<file path="src/rtl/core/u2c_pkg.sv">
// Shared types, constants and helpers for the UTF-8 to code point decoder.
`default_nettype none
package u2c_pkg;

   localparam int QUEUE_DEPTH = 4;
   localparam int CP_W        = 21;
   localparam int MAX_RESULTS = 3;

   localparam logic [CP_W-1:0] CP_MIN_2 = 21'h000080;
   localparam logic [CP_W-1:0] CP_MIN_3 = 21'h000800;
   localparam logic [CP_W-1:0] CP_MIN_4 = 21'h010000;
   localparam logic [CP_W-1:0] CP_MAX   = 21'h10FFFF;
   localparam logic [CP_W-1:0] SURR_LO  = 21'h00D800;
   localparam logic [CP_W-1:0] SURR_HI  = 21'h00DFFF;

   typedef struct packed {
      logic [7:0] text_byte;
      logic       end_of_text;
   } req_word_type;

   typedef struct packed {
      logic [CP_W-1:0] code_point;
      logic            last_in_run;
      logic            text_done;
   } rsp_word_type;

   typedef struct packed {
      logic [1:0]                        count;
      logic [MAX_RESULTS-1:0][CP_W-1:0]  code_points;
      logic                              end_of_text;
   } job_type;

   function automatic logic [2:0] seq_len(input logic [7:0] lead);
      logic [2:0] len;
      len = 3'd1;
      if (lead[7:5] == 3'b110) begin
         len = 3'd2;
      end else if (lead[7:4] == 4'b1110) begin
         len = 3'd3;
      end else if (lead[7:3] == 5'b11110) begin
         len = 3'd4;
      end
      return len;
   endfunction

   function automatic logic is_cont(input logic [7:0] b);
      return b[7:6] == 2'b10;
   endfunction

endpackage
`default_nettype wire

</file>
<file path="src/rtl/core/utf8_to_codepoint_decoder_top.sv">
// Top level of the UTF-8 to code point decoder.
// The decoder takes one text byte per cycle while req_full is low and delivers
// one code point word per cycle on the result side while rsp_pop is high. A byte
// that causes k results (k from 0 to 3) has them issued one after another by the
// result sequencer, so plain text sustains one byte per cycle, while held bytes
// that are replayed slow the result side; a job queue of QUEUE_DEPTH entries between
// the byte classifier and the result sequencer absorbs such bursts.
`default_nettype none
module utf8_to_codepoint_decoder_top #(
   parameter int QUEUE_DEPTH = u2c_pkg::QUEUE_DEPTH
) (
   input  wire logic                  clock,
   input  wire logic                  reset,
   input  wire logic                  req_push,
   output logic                       req_full,
   input  wire u2c_pkg::req_word_type req_word,
   output logic                       rsp_empty,
   input  wire logic                  rsp_pop,
   output u2c_pkg::rsp_word_type      rsp_word
);

   u2c_pkg::job_type enq_job;
   u2c_pkg::job_type head_job;
   logic             enq;
   logic             deq;
   logic             q_empty;
   logic             q_full;

   u2c_front u_front (
      .clock      (clock),
      .reset      (reset),
      .req_push   (req_push),
      .req_word   (req_word),
      .queue_full (q_full),
      .job_valid  (enq),
      .job        (enq_job)
   );

   u2c_queue #(
      .DEPTH (QUEUE_DEPTH)
   ) u_queue (
      .clock    (clock),
      .reset    (reset),
      .enq      (enq),
      .enq_job  (enq_job),
      .deq      (deq),
      .head_job (head_job),
      .empty    (q_empty),
      .full     (q_full)
   );

   u2c_back u_back (
      .clock      (clock),
      .reset      (reset),
      .head_job   (head_job),
      .head_empty (q_empty),
      .deq        (deq),
      .rsp_pop    (rsp_pop),
      .rsp_empty  (rsp_empty),
      .rsp_word   (rsp_word)
   );

   assign req_full = q_full;

endmodule
`default_nettype wire

</file>
<file path="src/rtl/core/u2c_front.sv">
// Front end: accepts text bytes, tracks held sequences and builds result jobs.
`default_nettype none
module u2c_front (
   input  wire logic                  clock,
   input  wire logic                  reset,
   input  wire logic                  req_push,
   input  wire u2c_pkg::req_word_type req_word,
   input  wire logic                  queue_full,
   output logic                       job_valid,
   output u2c_pkg::job_type           job
);

   logic [7:0] held_lead_ff, held_lead_in;
   logic [1:0] held_count_ff, held_count_in;
   logic [7:0] cont_ff [2];
   logic       cont_wr;
   logic       accept;
   logic [7:0] b;
   logic       eot;
   logic [1:0] conts;
   logic [2:0] need;
   logic [2:0] have;
   logic       complete;
   logic       ok;
   logic [u2c_pkg::CP_W-1:0] cp2, cp3, cp4, cp_full;

   assign accept = req_push && !queue_full;
   assign b      = req_word.text_byte;
   assign eot    = req_word.end_of_text;
   assign conts  = (held_count_ff != 2'd0) ? held_count_ff - 2'd1 : 2'd0;
   assign need   = u2c_pkg::seq_len(held_lead_ff);
   assign have   = {1'b0, held_count_ff} + 3'd1;
   assign complete = have >= need;

   assign cp2 = {10'd0, held_lead_ff[4:0], b[5:0]};
   assign cp3 = {5'd0, held_lead_ff[3:0], cont_ff[0][5:0], b[5:0]};
   assign cp4 = {held_lead_ff[2:0], cont_ff[0][5:0], cont_ff[1][5:0], b[5:0]};

   always_comb begin
      cp_full = cp4;
      ok      = (cp4 >= u2c_pkg::CP_MIN_4) && (cp4 <= u2c_pkg::CP_MAX);
      case (need)
         3'd2: begin
            cp_full = cp2;
            ok      = cp2 >= u2c_pkg::CP_MIN_2;
         end
         3'd3: begin
            cp_full = cp3;
            ok      = (cp3 >= u2c_pkg::CP_MIN_3) &&
                      !((cp3 >= u2c_pkg::SURR_LO) && (cp3 <= u2c_pkg::SURR_HI));
         end
         default: begin
            cp_full = cp4;
            ok      = (cp4 >= u2c_pkg::CP_MIN_4) && (cp4 <= u2c_pkg::CP_MAX);
         end
      endcase
   end

   always_comb begin
      logic fresh;
      fresh            = 1'b1;
      cont_wr          = 1'b0;
      held_lead_in     = held_lead_ff;
      held_count_in    = held_count_ff;
      job.count        = 2'd0;
      job.end_of_text  = eot;
      job.code_points[0] = {13'd0, cont_ff[0]};
      job.code_points[1] = {13'd0, cont_ff[1]};
      job.code_points[2] = {13'd0, b};
      if (held_count_ff != 2'd0) begin
         if (u2c_pkg::is_cont(b)) begin
            fresh = 1'b0;
            if (complete && ok) begin
               job.count          = 2'd1;
               job.code_points[0] = cp_full;
               held_count_in      = 2'd0;
            end else if (complete || eot) begin
               job.count              = conts + 2'd1;
               job.code_points[conts] = {13'd0, b};
               held_count_in          = 2'd0;
            end else begin
               cont_wr       = 1'b1;
               held_count_in = held_count_ff + 2'd1;
            end
         end else begin
            job.count     = conts;
            held_count_in = 2'd0;
         end
      end
      if (fresh) begin
         if (u2c_pkg::seq_len(b) == 3'd1) begin
            job.code_points[job.count] = {13'd0, b};
            job.count                  = job.count + 2'd1;
         end else if (!eot) begin
            held_lead_in  = b;
            held_count_in = 2'd1;
         end
      end
      if (eot) begin
         held_count_in = 2'd0;
      end
   end

   assign job_valid = accept && (job.count != 2'd0);

   always_ff @(posedge clock) begin
      if (reset) begin
         held_count_ff <= 2'd0;
         held_lead_ff  <= 8'd0;
      end else if (accept) begin
         held_count_ff <= held_count_in;
         held_lead_ff  <= held_lead_in;
      end
   end

   always_ff @(posedge clock) begin
      if (accept && cont_wr) begin
         cont_ff[conts[0]] <= b;
      end
   end

endmodule
`default_nettype wire

</file>
<file path="src/rtl/core/u2c_queue.sv">
// Short job queue between the front end and the result sequencer.
`default_nettype none
module u2c_queue #(
   parameter int DEPTH = u2c_pkg::QUEUE_DEPTH
) (
   input  wire logic             clock,
   input  wire logic             reset,
   input  wire logic             enq,
   input  wire u2c_pkg::job_type enq_job,
   input  wire logic             deq,
   output u2c_pkg::job_type      head_job,
   output logic                  empty,
   output logic                  full
);

   localparam int PTR_W = (DEPTH > 1) ? $clog2(DEPTH) : 1;
   localparam int CNT_W = $clog2(DEPTH + 1);
   localparam logic [PTR_W-1:0] LAST_PTR = PTR_W'(DEPTH - 1);
   localparam logic [CNT_W-1:0] DEPTH_CNT = CNT_W'(DEPTH);

   u2c_pkg::job_type mem [DEPTH];
   logic [PTR_W-1:0] wr_ptr_ff, wr_ptr_in;
   logic [PTR_W-1:0] rd_ptr_ff, rd_ptr_in;
   logic [CNT_W-1:0] count_ff, count_in;
   logic             do_enq;
   logic             do_deq;

   assign empty  = count_ff == '0;
   assign full   = count_ff == DEPTH_CNT;
   assign do_enq = enq && !full;
   assign do_deq = deq && !empty;
   assign head_job = mem[rd_ptr_ff];

   always_comb begin
      wr_ptr_in = wr_ptr_ff;
      rd_ptr_in = rd_ptr_ff;
      count_in  = count_ff;
      if (do_enq) begin
         wr_ptr_in = (wr_ptr_ff == LAST_PTR) ? '0 : wr_ptr_ff + PTR_W'(1);
      end
      if (do_deq) begin
         rd_ptr_in = (rd_ptr_ff == LAST_PTR) ? '0 : rd_ptr_ff + PTR_W'(1);
      end
      if (do_enq && !do_deq) begin
         count_in = count_ff + CNT_W'(1);
      end else if (do_deq && !do_enq) begin
         count_in = count_ff - CNT_W'(1);
      end
   end

   always_ff @(posedge clock) begin
      if (reset) begin
         wr_ptr_ff <= '0;
         rd_ptr_ff <= '0;
         count_ff  <= '0;
      end else begin
         wr_ptr_ff <= wr_ptr_in;
         rd_ptr_ff <= rd_ptr_in;
         count_ff  <= count_in;
      end
   end

   always_ff @(posedge clock) begin
      if (do_enq) begin
         mem[wr_ptr_ff] <= enq_job;
      end
   end

   a_count_bound: assert property (@(posedge clock) disable iff (reset)
      count_ff <= DEPTH_CNT)
      else $error("queue count above depth");

   a_deq_nonempty: assert property (@(posedge clock) disable iff (reset)
      deq |-> !empty)
      else $error("dequeue from empty queue");

   a_enq_grows: assert property (@(posedge clock) disable iff (reset)
      (enq && !full && !deq) |=> count_ff == $past(count_ff) + CNT_W'(1))
      else $error("enqueue lost");

   a_deq_shrinks: assert property (@(posedge clock) disable iff (reset)
      (deq && !empty && !enq) |=> count_ff == $past(count_ff) - CNT_W'(1))
      else $error("dequeue lost");

endmodule
`default_nettype wire

</file>
<file path="src/rtl/core/u2c_back.sv">
// Back end: steps through each job's results into the output register.
`default_nettype none
module u2c_back (
   input  wire logic                  clock,
   input  wire logic                  reset,
   input  wire u2c_pkg::job_type      head_job,
   input  wire logic                  head_empty,
   output logic                       deq,
   input  wire logic                  rsp_pop,
   output logic                       rsp_empty,
   output u2c_pkg::rsp_word_type      rsp_word
);

   logic [1:0]            idx_ff, idx_in;
   logic                  rsp_valid_ff, rsp_valid_in;
   u2c_pkg::rsp_word_type rsp_ff, rsp_in;
   logic                  load;
   logic                  last;

   assign load = !head_empty && (!rsp_valid_ff || rsp_pop);
   assign last = idx_ff == (head_job.count - 2'd1);
   assign deq  = load && last;

   always_comb begin
      idx_in       = idx_ff;
      rsp_valid_in = rsp_valid_ff && !rsp_pop;
      rsp_in       = rsp_ff;
      if (load) begin
         rsp_valid_in       = 1'b1;
         rsp_in.code_point  = head_job.code_points[idx_ff];
         rsp_in.last_in_run = last;
         rsp_in.text_done   = head_job.end_of_text;
         idx_in             = last ? 2'd0 : idx_ff + 2'd1;
      end
   end

   always_ff @(posedge clock) begin
      if (reset) begin
         idx_ff       <= 2'd0;
         rsp_valid_ff <= 1'b0;
      end else begin
         idx_ff       <= idx_in;
         rsp_valid_ff <= rsp_valid_in;
      end
   end

   always_ff @(posedge clock) begin
      rsp_ff <= rsp_in;
   end

   assign rsp_empty = !rsp_valid_ff;
   assign rsp_word  = rsp_ff;

endmodule
`default_nettype wire

</file>
<file path="config.mk">
export PLATFORM = sky130hd
export DESIGN_NAME = utf8_to_codepoint_decoder_top
export DESIGN_NICKNAME = d
export VERILOG_FILES = /design/src/rtl/core/u2c_pkg.sv /design/src/rtl/core/utf8_to_codepoint_decoder_top.sv /design/src/rtl/core/u2c_front.sv /design/src/rtl/core/u2c_queue.sv /design/src/rtl/core/u2c_back.sv
export SDC_FILE = /design/constraint.sdc
export NUM_CORES = 1
export LEC_CHECK = 0
export ABC_CLOCK_PERIOD_IN_PS = 6900
export BUFFER_PORTS_ARGS = -buffer_cell sky130_fd_sc_hd__buf_4
export CAP_MARGIN = 20
export CORE_MARGIN = 1
export CORE_UTILIZATION = 28
export CTS_BUF_LIST = sky130_fd_sc_hd__clkbuf_4
export DETAILED_ROUTE_END_ITERATION = 6
export GPL_ROUTABILITY_DRIVEN = 0
export SLEW_MARGIN = 10
export SYNTH_ARGS = -nofsm -noshare
export SYNTH_HDL_FRONTEND = slang
export SYNTH_SLANG_ARGS = --single-unit
</file>
<file path="constraint.sdc">
create_clock -name clock -period 6.9 [get_ports clock]
set_input_delay 1.035 -clock clock [delete_from_list [all_inputs] [get_ports clock]]
set_output_delay 1.035 -clock clock [all_outputs]
set_load 0.005 [all_outputs]
</file>
==> impl_summary.md <==
Drt
The first detailed-routing pass ran for 6 iterations. In the detailed route, the total length drawn on met3 is 1010 um. In the routed design, unresolved DRC markers number 0. The detailed-routing wirelength on met1 is 8190 um. The highest metal layer carrying signal wires in the routed design is met4. The routed length per instance is 16.7 um. Across all layers, the routed design uses 5053 vias.

The count of nets left with antenna violations once routing finished came out at 0. Wires add up to 18600 um. The routed via count divided by cell count is 4.53. Detailed routing placed a total of 8960 um of wire on met2. The first-iteration detailed-routing DRC count is 433.

Placement
The placed instance count is 1013. The quantity of I/O buffers inserted on ports is 37. The post-detailed-placement cell area is 10000 sq um. Detailed placement ended at an HPWL of 11600 um.

Min path
The type of the most critical hold path is reg2reg.

Clocking
The clock tree from TritonCTS is built. The number of clock buffers added by TritonCTS is 55. The total of hold buffers inserted after clock tree synthesis is 0. For this design, the sink count on the clock tree is 221. The quantity of gates resized following cts is 0. The clock transition at the registers of the reported paths is 60 ps. The source-to-sink clock delay at the later pin of the worst-skew pair is 660 ps. In this run the deepest clock path goes through 3 buffers.

The cell sitting at the root of the clock tree is a sky130_fd_sc_hd__clkbuf_4. The H-tree depth reported by CTS is 2. Post-CTS timing repair inserted 0 buffers for setup.

Pwr
Power spread over the standard cell area amounts to 340 nW/um^2. The worst-case IR drop observed on VDD is 147 uV. The static leakage is 3.66 nW.

Synthesis
After synthesis the cells add up to 9210 sq um. The dominant combinational cell family by area after synthesis is multiplexers. After Yosys synthesis, and, or, nand and nor cells account for 6.55% of the synthesized area. The post-synthesis xor/xnor area fraction is 0.462%.

Sequential elements use 69.7% of the synthesized area. The post-synthesis area per instance is 16.7 sq um. Counting flops with a built-in enable in the synthesized netlist gives 199. The number of nets in the synthesized netlist is 578.

The number of different library cells used by synthesis comes to 56. The synthesized netlist devotes 2.12% of its cell area to adder and majority cells. After synthesis, the share of cell area in mux cells is 13.8%. The synthesized design contains 221 register bits. The most used flip-flop cell after synthesis is sky130_fd_sc_hd__edfxtp_1. The fraction of the mapped netlist area in compound gates is 5.30%. The post-synthesis instance total is 550. Yosys printed 0 warnings. For this run, asynchronously set or reset flops after synthesis account for 0%.

Setup path
The critical path goes through nand2_1 -> nand3_1 -> ha_1 -> nor2b_1 -> o21ai_0 -> or3b_1 -> and2_1 -> nor2_1 -> nand3_1 -> nor2b_1 -> ha_1 -> or4_1 -> o211ai_1 -> or3_1 -> nand2_1 -> and2_2 -> buf_4. The reg-to-reg endpoint is u_queue.mem[1][26]. For the worst flop-to-flop path, the logic depth is 17. The start point of the critical path is u_front.held_lead_ff[5]. The largest stage delay on the critical path is 580 ps.

The signal arrival time at the worst endpoint is 5550 ps. In this run the worst path has a maximum fanout of 21. For the worst setup path, the data required time is 7200 ps. The worst setup path is captured at a register. Following the worst setup path forward leads to its endpoint at u_queue.mem[1][26]. In this run the critical register-to-register path is launched from u_front.held_lead_ff[5]. The reg-to-reg setup timing slack is 1650 ps. The worst setup path is launched from a register. The type of the worst setup path is reg2reg. Among all stages on the critical path, the largest delay is contributed by sky130_fd_sc_hd__and2_2.

Floorplan
The number of core rows is 66. For this configuration, the core starts out at a cell density of 28.4%. The area inside the core boundary is 32500 sq um. From bottom edge to top edge, the die measures 183 um.

Measured along the x axis, the die boundary spans 183 um. The full die area is 33600 sq um. In this run the count of I/O pins placed on the die edge is 38.

Timing
For the final database, setup skew stands at 34.0 ps. The worst-margin pin slew is 905 ps. The worst path needs 5250 ps of the cycle, external delays included. Setup repair after global routing left no endpoint under its margin. Of the available clock period, the critical path in the final layout requires 76.1%. Setup violations remaining at the end of the flow were counted as 0.

The total negative slack for setup checks is 0 ps. The max-slew headroom at the worst pin is 39.5%. The final number of max-transition violations is 0. The fmax is 190 MHz. The number of hold-slack violations in the final timing report is 0.

Final layout
Of the cells placed in the final design, the portion with a size suffix greater than 1 is 29.6%. At the end of the flow, the number of nets in the layout was 658. The total non-filler cell area in the finished layout is 10800 sq um. The number of standard cells in the layout, taps in and fillers out is 1115. The signed area change from the synthesized netlist to the final layout is 17.2%.

Run status
The run finished with clean final reports.

Global routing
The via count of the first global-routing pass is 5147. For this run, the total global-route usage over all layers was measured as 11.5%. Global routing finished with a remaining overflow of 0. The largest net degree at the start of global routing is 41. The number of antenna violations at the first check in global routing is 1. The wire length of the first global-routing pass is 29400 um.

Flow run
Across the run, the number of max-cap violations was 0.
==> cells in the final DEF, fill, tap and decap left out, types with 3 or more instances in the layout <==
cell and instances:
sky130_fd_sc_hd__o21ai_1 6, sky130_fd_sc_hd__nand3_1 12, sky130_fd_sc_hd__nand2_1 17, sky130_fd_sc_hd__clkbuf_4 93, sky130_fd_sc_hd__mux2_1 13, sky130_fd_sc_hd__nor2b_1 18
sky130_fd_sc_hd__buf_4 43, sky130_fd_sc_hd__inv_1 24, sky130_fd_sc_hd__edfxtp_1 199, sky130_fd_sc_hd__o21ai_0 8, sky130_fd_sc_hd__nor3_1 8, sky130_fd_sc_hd__or3_1 4
sky130_fd_sc_hd__mux4_2 40, sky130_fd_sc_hd__dfxtp_1 20, sky130_fd_sc_hd__o22ai_1 11, sky130_fd_sc_hd__mux2i_1 20, sky130_fd_sc_hd__a32oi_1 4, sky130_fd_sc_hd__nand2b_1 6
sky130_fd_sc_hd__clkinv_1 3, sky130_fd_sc_hd__nor2_1 29, sky130_fd_sc_hd__and2_2 4, sky130_fd_sc_hd__xor2_1 3, sky130_fd_sc_hd__and3_1 7, sky130_fd_sc_hd__ha_1 14
sky130_fd_sc_hd__o211ai_1 4, sky130_fd_sc_hd__a21oi_1 19
==> worst max-delay path: cells and delay by family (launching register included) <==
kind	cells	cell delay (ps)
flops	1	510
compound gates	2	270
fa+ha+maj	2	640
buf+inv	1	420
simple gates	12	3030
==> worst min-delay path by stage <==
stage               cells past startpoint               startpoint                       to  slack, ps
floorplan                               2  u_front.held_lead_ff[6]  u_front.held_lead_ff[6]        450
global placement                        2  u_front.held_lead_ff[7]  u_front.held_lead_ff[7]        470
detailed placement                      2  u_front.held_lead_ff[6]  u_front.held_lead_ff[6]        470
CTS                                     2  u_front.held_lead_ff[6]  u_front.held_lead_ff[6]        480
global route                            2  u_front.held_lead_ff[7]  u_front.held_lead_ff[7]        520
finish                                  2  u_front.held_lead_ff[7]  u_front.held_lead_ff[7]        490
==> routing by layer <==
| layer | vias to the layer above | GRT usage [%] |
|---|---|---|
| li1 | 2358 | - |
| met1 | 2512 | 15.1 |
| met2 | 154 | 18.3 |
| met3 | 29 | 2.64 |
| met4 | 0 | 4.67 |
| met5 | - | 0 |
==> cell usage after synthesis, types with 7 or more instances <==
| master | count | area share, % |
|---|---|---|
| sky130_fd_sc_hd__nor3_1 | 8 | 0.43 |
| sky130_fd_sc_hd__inv_1 | 24 | 0.98 |
| sky130_fd_sc_hd__nand3_1 | 12 | 0.65 |
| sky130_fd_sc_hd__a21oi_1 | 19 | 1.0 |
| sky130_fd_sc_hd__mux2_1 | 13 | 1.6 |
| sky130_fd_sc_hd__mux2i_1 | 20 | 2.2 |
| sky130_fd_sc_hd__nand2_1 | 17 | 0.69 |
| sky130_fd_sc_hd__ha_1 | 14 | 1.9 |
| sky130_fd_sc_hd__o22ai_1 | 11 | 0.75 |
| sky130_fd_sc_hd__edfxtp_1 | 199 | 65 |
| sky130_fd_sc_hd__dfxtp_1 | 22 | 4.8 |
| sky130_fd_sc_hd__o21ai_0 | 8 | 0.43 |
| sky130_fd_sc_hd__mux4_2 | 40 | 9.8 |
| sky130_fd_sc_hd__nor2_1 | 29 | 1.2 |
| sky130_fd_sc_hd__clkbuf_1 | 13 | 0.53 |
| sky130_fd_sc_hd__and3_1 | 7 | 0.48 |
| sky130_fd_sc_hd__nor2b_1 | 18 | 1.2 |
==> flip-flops by register name, indices dropped and copies added, names as in the netlist, 2 cells and up, named ones only <==
name,cells
u_back.idx_ff,2
u_front.held_lead_ff,8
u_back.rsp_word,23
u_queue.count_ff,3
u_queue.wr_ptr_ff,2
u_front.cont_ff,16
u_queue.rd_ptr_ff,2
u_front.held_count_ff,2
u_queue.mem,160
==> area by class of cell <==
type	instances	area, sq um
Inverter	24	90.1
Fill cell	3146	21700
Clock inverter	6	27.5
Tap cell	442	553
Clock buffer	93	698
Timing Repair Buffer	46	398
Antenna cell	1	2.50
Sequential cell	221	6420
Multi-Input combinational cell	282	2600
==> stage by stage <==
step / utilization [%] / setup slack (ps) / hold slack, ps / power (mW)
global route: 33.3 / 1170 / 518 / 3.89
global placement: 30.8 / 1790 / 472 / 2.60
floorplan: - / 2060 / 453 / 2.31
detailed placement: 30.8 / 1680 / 471 / 2.61
CTS: 33.1 / 1650 / 480 / 3.72
finish: 33.3 / 1650 / 487 / 3.67
==> power breakdown <==
group          switching, mW  internal, mW  leakage (nW)  total (mW)
Clock                  0.492         0.603         0.446        1.09
Sequential            0.0627          1.68          2.05        1.74
Combinational          0.424         0.415          1.16       0.838
Total                  0.978          2.69          3.66        3.67
==> cells by family (layout without fill, tap and decap cells) <==
group	Yosys count	in the layout
fa+ha+maj	15	15
compound gates	72	72
xor+xnor	4	4
simple gates	116	116
mux	75	75
other cells	0	1
flops	221	221
buf+inv	47	169
(Power assumes the default switching activity.)
